**config.mk**
```make
export PLATFORM = sky130hd
export DESIGN_NAME = searchable_fifo_queue
export DESIGN_NICKNAME = d
export VERILOG_FILES = /design/src/sfq_pkg.sv /design/src/searchable_fifo_queue.sv /design/src/sfq_ram.sv /design/src/sfq_ctrl.sv /design/src/sfq_dp.sv
export SDC_FILE = /design/constraint.sdc
export NUM_CORES = 1
export LEC_CHECK = 0
export BUFFER_PORTS_ARGS = -buffer_cell sky130_fd_sc_hd__buf_2
export CAP_MARGIN = 15
export CORE_UTILIZATION = 44
export DETAILED_ROUTE_END_ITERATION = 8
export SLEW_MARGIN = 20
export SYNTH_ARGS = -nofsm -noshare
export SYNTH_HDL_FRONTEND = slang
export SYNTH_HIERARCHICAL = 1
export SYNTH_SLANG_ARGS = --single-unit
```
**constraint.sdc**
```tcl
create_clock -name clk -period 5.6 [get_ports clk]
set_input_delay 0.28 -clock clk [delete_from_list [all_inputs] [get_ports clk]]
set_output_delay 0.28 -clock clk [all_outputs]
set_load 0.05 [all_outputs]
```
**src/sfq_pkg.sv**
```systemverilog
// Shared types and constants for the searchable FIFO queue.
// Holds command and status codes and the controller/datapath interface structs.
// Depends on nothing.
package sfq_pkg;

	localparam int DEPTH_DEF      = 16;
	localparam int DATA_WIDTH_DEF = 32;

	typedef enum logic [2:0] {
		CMD_PUSH  = 3'd0,
		CMD_POP   = 3'd1,
		CMD_FRONT = 3'd2,
		CMD_FIND  = 3'd3,
		CMD_SWAP  = 3'd4,
		CMD_READ  = 3'd5,
		CMD_CLEAR = 3'd6
	} cmd_t;

	typedef enum logic [2:0] {
		ST_OK        = 3'd0,
		ST_EMPTY     = 3'd1,
		ST_FULL      = 3'd2,
		ST_NOT_FOUND = 3'd3,
		ST_BAD_POS   = 3'd4
	} status_t;

	typedef enum logic [2:0] {
		RD_NONE,
		RD_HEAD,
		RD_POS,
		RD_POSM1,
		RD_SCAN
	} rd_sel_t;

	typedef enum logic [1:0] {
		WR_NONE,
		WR_TAIL,
		WR_SWAP_A,
		WR_SWAP_B
	} wr_sel_t;

	typedef enum logic [1:0] {
		UPD_NONE,
		UPD_PUSH,
		UPD_POP,
		UPD_CLEAR
	} upd_t;

	typedef enum logic [1:0] {
		RES_PLAIN,
		RES_DATA,
		RES_FOUND
	} res_kind_t;

	// Controller to datapath.
	typedef struct packed {
		logic      load;
		rd_sel_t   rd_sel;
		wr_sel_t   wr_sel;
		upd_t      upd;
		logic      scan_start;
		logic      tmp_load;
		logic      res_load;
		res_kind_t res_kind;
		status_t   res_status;
	} ctrl_cmd_t;

	// Datapath to controller.
	typedef struct packed {
		logic [2:0] cmd;
		logic       full;
		logic       empty;
		logic       swap_bad;
		logic       read_bad;
		logic       find_hit;
		logic       find_miss;
	} dp_status_t;

endpackage

```
**src/searchable_fifo_queue.sv**
```systemverilog
// Top level of the searchable FIFO queue: controller plus datapath.
// Depends on sfq_pkg, sfq_ctrl, sfq_dp (and sfq_ram below it).
//
//  channel | direction | handshake          | payload
//  --------+-----------+--------------------+-------------------------------------
//  in      | sink      | in_valid/in_stall   | command, value, position
//  out     | source    | out_valid/out_stall | read_value, found_index, status,
//          |           |                     | entry_count, is_empty
//
// One command is in work at a time. Push, pop, front, read, clear and failed
// commands pass from accept through execute to the done state; swap goes
// through extra states for two reads and two writes on the RAM's one read
// and one write port. Find streams one entry per cycle through the
// registered RAM read until a compare hits or the fill count runs out.
// Reset empties the queue at once, with no clearing pass. A stalled result
// stays in the output register; the next command is still taken and waits
// in its final step until that beat leaves.
module searchable_fifo_queue #(
	parameter int DEPTH      = sfq_pkg::DEPTH_DEF,
	parameter int DATA_WIDTH = sfq_pkg::DATA_WIDTH_DEF
) (
	input  logic        clk,
	input  logic        arst_n,
	input  logic        in_valid,
	output logic        in_stall,
	input  logic [2:0]  command,
	input  logic [31:0] value,
	input  logic [3:0]  position,
	output logic        out_valid,
	input  logic        out_stall,
	output logic [31:0] read_value,
	output logic [3:0]  found_index,
	output logic [2:0]  status,
	output logic [4:0]  entry_count,
	output logic        is_empty
);
	import sfq_pkg::*;

	ctrl_cmd_t  cmd;
	dp_status_t sts;

	sfq_ctrl u_ctrl (
		.clk      (clk),
		.arst_n   (arst_n),
		.in_valid (in_valid),
		.in_stall (in_stall),
		.out_valid(out_valid),
		.out_stall(out_stall),
		.sts      (sts),
		.cmd      (cmd)
	);

	sfq_dp #(
		.DEPTH     (DEPTH),
		.DATA_WIDTH(DATA_WIDTH)
	) u_dp (
		.clk        (clk),
		.arst_n     (arst_n),
		.cmd        (cmd),
		.sts        (sts),
		.command    (command),
		.value      (value),
		.position   (position),
		.read_value (read_value),
		.found_index(found_index),
		.status     (status),
		.entry_count(entry_count),
		.is_empty   (is_empty)
	);

endmodule

```
**src/sfq_ram.sv**
```systemverilog
// Generic single-write, single-read RAM with a registered read port.
// Used for the queue entry storage; no package dependency.
module sfq_ram #(
	parameter int WIDTH = 32,
	parameter int DEPTH = 16
) (
	input  logic                     clk,
	input  logic                     wr_en,
	input  logic [$clog2(DEPTH)-1:0] wr_addr,
	input  logic [WIDTH-1:0]         wr_data,
	input  logic                     rd_en,
	input  logic [$clog2(DEPTH)-1:0] rd_addr,
	output logic [WIDTH-1:0]         rd_data
);

	logic [WIDTH-1:0] mem_q [DEPTH];

	always_ff @(posedge clk) begin
		if (wr_en) begin
			mem_q[wr_addr] <= wr_data;
		end
		if (rd_en) begin
			rd_data <= mem_q[rd_addr];
		end
	end

endmodule

```
**src/sfq_ctrl.sv**
```systemverilog
// Controller state machine for the searchable FIFO queue.
// Sequences each command through the datapath; uses sfq_pkg.
module sfq_ctrl (
	input  logic               clk,
	input  logic               arst_n,
	input  logic               in_valid,
	output logic               in_stall,
	output logic               out_valid,
	input  logic               out_stall,
	input  sfq_pkg::dp_status_t sts,
	output sfq_pkg::ctrl_cmd_t  cmd
);
	import sfq_pkg::*;

	typedef enum logic [2:0] {
		S_IDLE,
		S_EXEC,
		S_SW1,
		S_SW2,
		S_SW3,
		S_FIND,
		S_DONE
	} state_t;

	state_t    state_q, nxt_state;
	status_t   st_q, nxt_st;
	res_kind_t kind_q, nxt_kind;
	logic      out_valid_q;
	logic      out_free;

	assign in_stall  = (state_q != S_IDLE);
	assign out_valid = out_valid_q;
	assign out_free  = !out_valid_q || !out_stall;

	always_comb begin
		cmd            = '0;
		cmd.rd_sel     = RD_NONE;
		cmd.wr_sel     = WR_NONE;
		cmd.upd        = UPD_NONE;
		cmd.res_kind   = kind_q;
		cmd.res_status = st_q;
		nxt_state      = state_q;
		nxt_st         = st_q;
		nxt_kind       = kind_q;
		unique case (state_q)
			S_IDLE: begin
				cmd.load = in_valid;
				if (in_valid) begin
					nxt_state = S_EXEC;
				end
			end
			S_EXEC: begin
				nxt_st    = ST_OK;
				nxt_kind  = RES_PLAIN;
				nxt_state = S_DONE;
				case (sts.cmd)
					CMD_PUSH: begin
						if (sts.full) begin
							nxt_st = ST_FULL;
						end else begin
							cmd.wr_sel = WR_TAIL;
							cmd.upd    = UPD_PUSH;
						end
					end
					CMD_POP: begin
						if (sts.empty) begin
							nxt_st = ST_EMPTY;
						end else begin
							cmd.rd_sel = RD_HEAD;
							cmd.upd    = UPD_POP;
							nxt_kind   = RES_DATA;
						end
					end
					CMD_FRONT: begin
						if (sts.empty) begin
							nxt_st = ST_EMPTY;
						end else begin
							cmd.rd_sel = RD_HEAD;
							nxt_kind   = RES_DATA;
						end
					end
					CMD_FIND: begin
						cmd.scan_start = 1'b1;
						nxt_state      = S_FIND;
					end
					CMD_SWAP: begin
						if (sts.swap_bad) begin
							nxt_st = ST_BAD_POS;
						end else begin
							cmd.rd_sel = RD_POSM1;
							nxt_state  = S_SW1;
						end
					end
					CMD_READ: begin
						if (sts.read_bad) begin
							nxt_st = ST_BAD_POS;
						end else begin
							cmd.rd_sel = RD_POS;
							nxt_kind   = RES_DATA;
						end
					end
					CMD_CLEAR: begin
						cmd.upd = UPD_CLEAR;
					end
					default: begin
						// The unused code leaves everything as it is.
					end
				endcase
			end
			S_SW1: begin
				cmd.tmp_load = 1'b1;
				cmd.rd_sel   = RD_POS;
				nxt_state    = S_SW2;
			end
			S_SW2: begin
				cmd.wr_sel = WR_SWAP_A;
				nxt_state  = S_SW3;
			end
			S_SW3: begin
				cmd.wr_sel = WR_SWAP_B;
				nxt_state  = S_DONE;
			end
			S_FIND: begin
				priority if (sts.find_hit) begin
					nxt_kind  = RES_FOUND;
					nxt_st    = ST_OK;
					nxt_state = S_DONE;
				end else if (sts.find_miss) begin
					nxt_kind  = RES_PLAIN;
					nxt_st    = ST_NOT_FOUND;
					nxt_state = S_DONE;
				end else begin
					cmd.rd_sel = RD_SCAN;
				end
			end
			S_DONE: begin
				if (out_free) begin
					cmd.res_load = 1'b1;
					nxt_state    = S_IDLE;
				end
			end
			default: begin
				nxt_state = S_IDLE;
			end
		endcase
	end

	always_ff @(posedge clk or negedge arst_n) begin
		if (!arst_n) begin
			state_q     <= S_IDLE;
			st_q        <= ST_OK;
			kind_q      <= RES_PLAIN;
			out_valid_q <= 1'b0;
		end else begin
			state_q <= nxt_state;
			st_q    <= nxt_st;
			kind_q  <= nxt_kind;
			if (cmd.res_load) begin
				out_valid_q <= 1'b1;
			end else if (!out_stall) begin
				out_valid_q <= 1'b0;
			end
		end
	end

	// A result is only written into the output register once it is free.
	a_res_into_free: assert property (@(posedge clk) disable iff (!arst_n)
		cmd.res_load |-> out_free)
		else $error("result loaded over an untaken beat");

	// A finished find reports success only after a compare has hit.
	a_found_after_hit: assert property (@(posedge clk) disable iff (!arst_n)
		(state_q == S_FIND && nxt_state == S_DONE && nxt_kind == RES_FOUND)
		|-> sts.find_hit)
		else $error("find reported success without a match");

	// A stalled result beat stays offered.
	a_out_hold: assert property (@(posedge clk) disable iff (!arst_n)
		(out_valid_q && out_stall) |=> out_valid_q)
		else $error("result beat dropped while stalled");

endmodule

```
**src/sfq_dp.sv**
```systemverilog
// Datapath of the searchable FIFO queue: pointers, entry RAM, scan unit and
// result register. Driven by sfq_ctrl; uses sfq_pkg and sfq_ram.
module sfq_dp #(
	parameter int DEPTH      = sfq_pkg::DEPTH_DEF,
	parameter int DATA_WIDTH = sfq_pkg::DATA_WIDTH_DEF
) (
	input  logic                clk,
	input  logic                arst_n,
	input  sfq_pkg::ctrl_cmd_t  cmd,
	output sfq_pkg::dp_status_t sts,
	input  logic [2:0]          command,
	input  logic [31:0]         value,
	input  logic [3:0]          position,
	output logic [31:0]         read_value,
	output logic [3:0]          found_index,
	output logic [2:0]          status,
	output logic [4:0]          entry_count,
	output logic                is_empty
);
	import sfq_pkg::*;

	localparam int PW = $clog2(DEPTH);
	localparam int CW = $clog2(DEPTH + 1);
	localparam int XW = (CW > 4) ? CW : 4;
	localparam int OW = (CW > 5) ? CW : 5;

	logic [PW-1:0]         head_q;
	logic [CW-1:0]         count_q;
	logic [2:0]            cmd_q;
	logic [DATA_WIDTH-1:0] val_q;
	logic [3:0]            pos_q;
	logic [DATA_WIDTH-1:0] tmp_q;
	logic [CW-1:0]         scan_idx_q;
	logic [PW-1:0]         scan_slot_q;
	logic                  cmp_vld_q;
	logic [CW-1:0]         cmp_idx_q;

	logic [31:0] res_read_q;
	logic [3:0]  res_found_q;
	logic [2:0]  res_status_q;
	logic [4:0]  res_count_q;
	logic        res_empty_q;

	logic [63:0]           value_ext;
	logic [63:0]           rd_ext;
	logic [XW-1:0]         pos_x, posm1_x, cnt_x, cmp_idx_x;
	logic [OW-1:0]         count_x;
	logic [PW-1:0]         pos_slot, posm1_slot, tail_slot;
	logic                  scan_more;
	logic                  ram_wen, ram_ren;
	logic [PW-1:0]         ram_waddr, ram_raddr;
	logic [DATA_WIDTH-1:0] ram_wdata, ram_rdata;

	// Physical slot of a logical offset; correct while base is below DEPTH and off is at most DEPTH.
	function automatic logic [PW-1:0] wrap_add(input logic [PW-1:0] base,
		input logic [CW-1:0] off);
		logic [CW:0] sum;
		sum = (CW+1)'(base) + (CW+1)'(off);
		if (sum >= (CW+1)'(DEPTH)) begin
			sum = sum - (CW+1)'(DEPTH);
		end
		return sum[PW-1:0];
	endfunction

	assign value_ext  = 64'(value);
	assign rd_ext     = 64'(ram_rdata);
	assign pos_x      = XW'(pos_q);
	assign posm1_x    = pos_x - XW'(1);
	assign cnt_x      = XW'(count_q);
	assign cmp_idx_x  = XW'(cmp_idx_q);
	assign count_x    = OW'(count_q);
	assign pos_slot   = wrap_add(head_q, pos_x[CW-1:0]);
	assign posm1_slot = wrap_add(head_q, posm1_x[CW-1:0]);
	assign tail_slot  = wrap_add(head_q, count_q);
	assign scan_more  = (scan_idx_q < count_q);

	always_comb begin
		sts.cmd       = cmd_q;
		sts.full      = (count_q == CW'(DEPTH));
		sts.empty     = (count_q == '0);
		sts.swap_bad  = (pos_x == '0) || (pos_x >= cnt_x);
		sts.read_bad  = (pos_x >= cnt_x);
		sts.find_hit  = cmp_vld_q && (ram_rdata == val_q);
		sts.find_miss = !cmp_vld_q && !scan_more;
	end

	always_comb begin
		ram_ren   = 1'b0;
		ram_raddr = head_q;
		unique case (cmd.rd_sel)
			RD_NONE: begin
				ram_ren = 1'b0;
			end
			RD_HEAD: begin
				ram_ren = 1'b1;
			end
			RD_POS: begin
				ram_ren   = 1'b1;
				ram_raddr = pos_slot;
			end
			RD_POSM1: begin
				ram_ren   = 1'b1;
				ram_raddr = posm1_slot;
			end
			RD_SCAN: begin
				ram_ren   = scan_more;
				ram_raddr = scan_slot_q;
			end
			default: begin
				ram_ren = 1'b0;
			end
		endcase
	end

	always_comb begin
		ram_wen   = 1'b0;
		ram_waddr = tail_slot;
		ram_wdata = val_q;
		unique case (cmd.wr_sel)
			WR_NONE: begin
				ram_wen = 1'b0;
			end
			WR_TAIL: begin
				ram_wen = 1'b1;
			end
			WR_SWAP_A: begin
				// The later entry moves forward; the earlier one waits in tmp_q.
				ram_wen   = 1'b1;
				ram_waddr = posm1_slot;
				ram_wdata = ram_rdata;
			end
			WR_SWAP_B: begin
				ram_wen   = 1'b1;
				ram_waddr = pos_slot;
				ram_wdata = tmp_q;
			end
			default: begin
				ram_wen = 1'b0;
			end
		endcase
	end

	sfq_ram #(
		.WIDTH(DATA_WIDTH),
		.DEPTH(DEPTH)
	) u_ram (
		.clk    (clk),
		.wr_en  (ram_wen),
		.wr_addr(ram_waddr),
		.wr_data(ram_wdata),
		.rd_en  (ram_ren),
		.rd_addr(ram_raddr),
		.rd_data(ram_rdata)
	);

	always_ff @(posedge clk or negedge arst_n) begin
		if (!arst_n) begin
			head_q    <= '0;
			count_q   <= '0;
			cmp_vld_q <= 1'b0;
		end else begin
			unique case (cmd.upd)
				UPD_NONE: begin
				end
				UPD_PUSH: begin
					count_q <= count_q + CW'(1);
				end
				UPD_POP: begin
					head_q  <= wrap_add(head_q, CW'(1));
					count_q <= count_q - CW'(1);
				end
				UPD_CLEAR: begin
					head_q  <= '0;
					count_q <= '0;
				end
				default: begin
				end
			endcase
			cmp_vld_q <= (cmd.rd_sel == RD_SCAN) && scan_more;
		end
	end

	always_ff @(posedge clk) begin
		if (cmd.load) begin
			cmd_q <= command;
			val_q <= value_ext[DATA_WIDTH-1:0];
			pos_q <= position;
		end
		if (cmd.tmp_load) begin
			tmp_q <= ram_rdata;
		end
		if (cmd.scan_start) begin
			scan_idx_q  <= '0;
			scan_slot_q <= head_q;
		end else if (cmd.rd_sel == RD_SCAN && scan_more) begin
			cmp_idx_q   <= scan_idx_q;
			scan_idx_q  <= scan_idx_q + CW'(1);
			scan_slot_q <= wrap_add(scan_slot_q, CW'(1));
		end
		if (cmd.res_load) begin
			res_read_q   <= (cmd.res_kind == RES_DATA) ? rd_ext[31:0] : 32'd0;
			res_found_q  <= (cmd.res_kind == RES_FOUND) ? cmp_idx_x[3:0] : 4'd0;
			res_status_q <= cmd.res_status;
			res_count_q  <= count_x[4:0];
			res_empty_q  <= (count_q == '0);
		end
	end

	assign read_value  = res_read_q;
	assign found_index = res_found_q;
	assign status      = res_status_q;
	assign entry_count = res_count_q;
	assign is_empty    = res_empty_q;

	// A push is only issued with room left, and it grows the count by one.
	a_push_room: assert property (@(posedge clk) disable iff (!arst_n)
		(cmd.upd == UPD_PUSH) |-> (count_q < CW'(DEPTH)))
		else $error("push issued on a full queue");

	a_push_count: assert property (@(posedge clk) disable iff (!arst_n)
		(cmd.upd == UPD_PUSH) |=> (count_q == $past(count_q) + CW'(1)))
		else $error("push did not advance the fill count");

	// A compare hit always names an entry inside the fill count.
	a_hit_in_range: assert property (@(posedge clk) disable iff (!arst_n)
		sts.find_hit |-> (cmp_idx_q < count_q))
		else $error("find hit outside the stored entries");

endmodule

```
==> summary.md <==
| Metric | Value |
|---|---|
| Switching part of the total | `~36%` |
| Post-route ant nets | `0` |
| Sequential area share after synthesis | `between 70% and 80%` |
| Core Util, Final | `a little over half` |
| Synthesis Warnings | `6` |
| Fin. Hold Viols | `0` |
| Num rows | `slightly above 90` |
| Num CTS Buffers | `between 70 and 80` |
| Final #Nets | `1701` |
| Post-Place Cells | `2350` |
| Slew @ Worst Pin | `between 1 and 1.5 ns` |
| Commonest cells after routing, fill and taps aside | `edfxtp_1, mux4_2, buf_2` |
| Post-route insts no fill | `around 2500` |
| Post-Route M1 WL | `29800 um` |
| Hold depth | `3` |
| Die area | `~64000 sq um` |
| Met3 wire length | `between 4000 and 5000 um` |
| Net Count, Synth | `around 1500` |
| Via count | `approximately 15000` |
| Vias in the first global route | `about 14000` |
| Final period util | `between 90% and 100%` |
| # port buffers | `89` |
| Final Skew | `0.0407 ns` |
| CP peak stage delay | `between 0.5 and 0.6 ns` |
| RSZ-0062 raised after global routing | `no` |
| Fillers | `about 5000` |
| DRT Wirelength | `between 60000 and 70000 um` |
| Top sig layer | `met4` |
| Worst Path Required | `5.94 ns` |
| Initial antenna violation count | `1` |
| Setup slack, reg-to-reg | `approximately 0.27 ns` |
| Post-Route Setup TNS | `0 ns` |
| Syn Inst Count | `around 1400` |
| Post-CTS sizing | `0` |
| Share of cells above drive strength 1 | `between 20 and 30%` |
| Die Wd | `around 250 um` |
| H-tree depth | `3` |
| Fmax | `~190 MHz` |
| Layout area overhead | `17.3%` |
| Core Box Area | `61700 sq um` |
| Cell variety after synth | `between 50 and 60` |
| DP Area | `29500 sq um` |
| CTS tree | `done` |
| Max-cap viol count | `0` |
| Remaining DRCs | `0` |
| Starting Density | `between 40% and 50%` |
| Avg Inst Size Synth | `approximately 19 sq um` |
| Crit path DAT | `about 5.7 ns` |
| Largest net degree at the start of global routing | `70` |
| Flop pwr share | `about two fifths` |
| Worst r2r src | `u_dp/u_ram/rd_data[11]$_DFFE_PP_` |
| Internal power | `13.8 mW` |
| Status | `finished clean` |
| Comb power frac | `between 30 and 40%` |
| VDD IR max | `0.000660 V` |
| I/O pin cnt | `90` |
| Vias per cell | `between 5 and 6` |
| Ys flop type | `edfxtp_1` |
| Synthesis-stage register bit count | `692` |
| CP Max Fanout | `22` |
| Gpl congestion | `slightly above 0.8` |
| Worst-case clock buffer depth | `3` |
| Worst skew pair latency | `between 0.6 and 0.7 ns` |
| Slew Limit Fails | `0` |
| R2r endpoint | `u_dp/u_ram/rd_data[27]$_DFFE_PP_` |
| Critical Path Slowest Stage Cell | `mux4_2` |
| Worst slew margin | `a little under 30%` |
| Clock Power Share | `a little over a fifth` |
| Fin area | `32300 sq um` |
| Worst r2r path cells | `16` |
| Final setup viols | `0` |
| Initial detailed-routing violation count | `between 1000 and 1500` |
| GRT Util Overall | `around 22%` |
| CP Launch Type | `register` |
| Die height | `around 250 um` |
| Post-DP HPWL | `around 39000 um` |
| DRT Pass-1 Iters | `5` |
| Post-Syn Area | `roughly 28000 sq um` |
| Antenna Cells | `0` |
| Crit end category | `register` |
| Most common cell after layout, fill and taps aside | `edfxtp_1` |
| Power density over cell area | `664 nW/um^2` |
| Async S/R FF share, synth | `between 2 and 3%` |
| EDFF count, synth | `around 670` |
| CTS clk-pin slew, worst paths | `~0.060 ns` |
| First-pass GRT wire length | `~100000 um` |
| Clock root buffer | `clkbuf_16` |
| Leakage | `10.6 nW` |
| Crit-path cells | `xnor2_1 -> nand4_1 -> nor4_1 -> nand4_1 -> nor4_1 -> buf_4 -> nor2_1 -> nand2_1 -> nor2_1 -> nor2_1 -> a22o_1 -> a221o_4 -> buf_4 -> mux4_2 -> a22oi_1 -> nand2_1` |
| Hold Crit Class | `in -> reg` |
| Hold Path Origin | `out_stall` |
| Gr ovfl total | `0` |
| Switching Power | `7.70 mW` |
| CP most frequent cell | `nor2_1` |
| DR WL met2 | `around 33000 um` |
| Minimum clock period | `5.33 ns` |
| End of the worst hold path | `u_ctrl/out_valid$_DFFE_PN0P_` |
| Num Clock Sinks | `692` |
| Critical path class | `reg -> reg` |
| Wirelength per Cell | `between 20 and 30 um` |
-- critical path, delay by kind of cell (launching register included) --
kind	cells	cell delay (ns)
buf+inv	2	0.65
flops	1	0.46
mux	1	0.57
xor+xnor	1	0.55
compound gates	3	0.70
simple gates	9	2.08
-- per-layer routing --
metal | vias up | track usage (%)
li1 | 6168 | -
met1 | 7721 | 31.5
met4 | 0 | 6.68
met3 | 101 | 3.78
met5 | - | 0
met2 | 558 | 35.2
-- power groups by stage --
stage,Clock (mW),Combinational (mW),Sequential (mW)
2_1_floorplan,0,5.14,8.67
3_3_place_gp,0,8.15,8.51
3_5_place_dp,0,8.26,8.57
4_1_cts,4.77,8.31,8.47
5_1_grt,4.97,8.88,8.56
6_report,4.69,8.32,8.45
-- cells in the mapped netlist (5+ instances only) --
| cell type | n | area [sq um] |
|---|---|---|
| inv_1 | 22 | 82.6 |
| nand2_1 | 54 | 203 |
| o21ai_0 | 14 | 70.1 |
| mux2i_1 | 42 | 420 |
| mux2_2 | 6 | 67.6 |
| dfrtp_1 | 19 | 475 |
| a21o_1 | 8 | 60.1 |
| buf_1 | 10 | 37.5 |
| ha_1 | 25 | 313 |
| nand2b_1 | 11 | 68.8 |
| xor2_1 | 12 | 105 |
| a21oi_1 | 55 | 275 |
| nand4_1 | 9 | 56.3 |
| clkbuf_1 | 40 | 150 |
| nor3_1 | 9 | 45.0 |
| nand3_1 | 7 | 35.0 |
| xnor2_1 | 37 | 324 |
| dfxtp_1 | 5 | 100 |
| a22oi_1 | 64 | 480 |
| and2_1 | 38 | 238 |
| nor2b_1 | 10 | 62.6 |
| o22ai_1 | 5 | 31.3 |
| buf_2 | 11 | 55.1 |
| mux4_2 | 128 | 2880 |
| a22o_1 | 5 | 43.8 |
| nor2_1 | 71 | 267 |
| buf_4 | 9 | 67.6 |
| nand3b_1 | 5 | 37.5 |
| edfxtp_1 | 668 | 20100 |
-- kinds of logic after synthesis --
logic type      after synthesis  synth area share, %
flops                       692                 75.0
xor+xnor                     49                 1.56
mux                         177                 12.3
simple gates                231                 4.15
compound gates              171                 4.11
fa+ha+maj                    29                 1.43
buf+inv                      94                 1.51
-- registers in the layout, indices dropped and copies added (netlist names), 5 cells and up --
register	count
u_dp/u_ram/mem_q	512
u_dp/read_value	32
u_dp/tmp_q	32
u_dp/u_ram/rd_data	32
u_dp/val_q	32
u_dp/cnt_x	5
u_dp/entry_count	5
u_dp/scan_idx_q	5
-- metrics by stage --
step / worst slack (ns) / hold slack [ns] / power [mW]
2_1_floorplan: 0.325 / -0.0156 / 13.8
3_3_place_gp: 0.482 / 0.271 / 16.7
3_5_place_dp: 0.343 / 0.270 / 16.8
4_1_cts: 0.357 / 0.0185 / 21.5
5_1_grt: 0.0777 / 0.0232 / 22.4
6_report: 0.274 / 0.0432 / 21.5
-- final cells by class --
class                           count  area (sq um)  area share (%)
Clock buffer                      100          1990            6.17
Clock inverter                     32           325            1.01
Inverter                           22          82.6           0.256
Multi-Input combinational cell    657          6770            21.0
Sequential cell                   692         20600            63.9
Tap cell                          837          1050            3.24
Timing Repair Buffer              182          1450            4.49
-- worst max path at each step --
stage | cells after the start | startpoint | to
CTS | 16 | u_dp/u_ram/rd_data[11]$_DFFE_PP_ | u_dp/u_ram/rd_data[27]$_DFFE_PP_
detailed placement | 14 | u_dp/cnt_x[2]$_DFFE_PN0P_ | u_dp/u_ram/rd_data[7]$_DFFE_PP_
finish | 16 | u_dp/u_ram/rd_data[11]$_DFFE_PP_ | u_dp/u_ram/rd_data[27]$_DFFE_PP_
floorplan | 6 | u_ctrl/state_q[1]$_DFFE_PN0P_ | u_dp/u_ram/rd_data[0]$_DFFE_PP_
global placement | 14 | u_dp/cnt_x[2]$_DFFE_PN0P_ | u_dp/u_ram/rd_data[7]$_DFFE_PP_
global route | 16 | u_dp/u_ram/rd_data[11]$_DFFE_PP_ | u_dp/u_ram/rd_data[27]$_DFFE_PP_
-- repair_timing --
action                     CTS  global route
setup endpoints to repair    0             0
setup buffers                0             0
hold buffers                40             0
hold endpoints to repair    58             0
No activity file was read; power rests on OpenSTA's default activity.
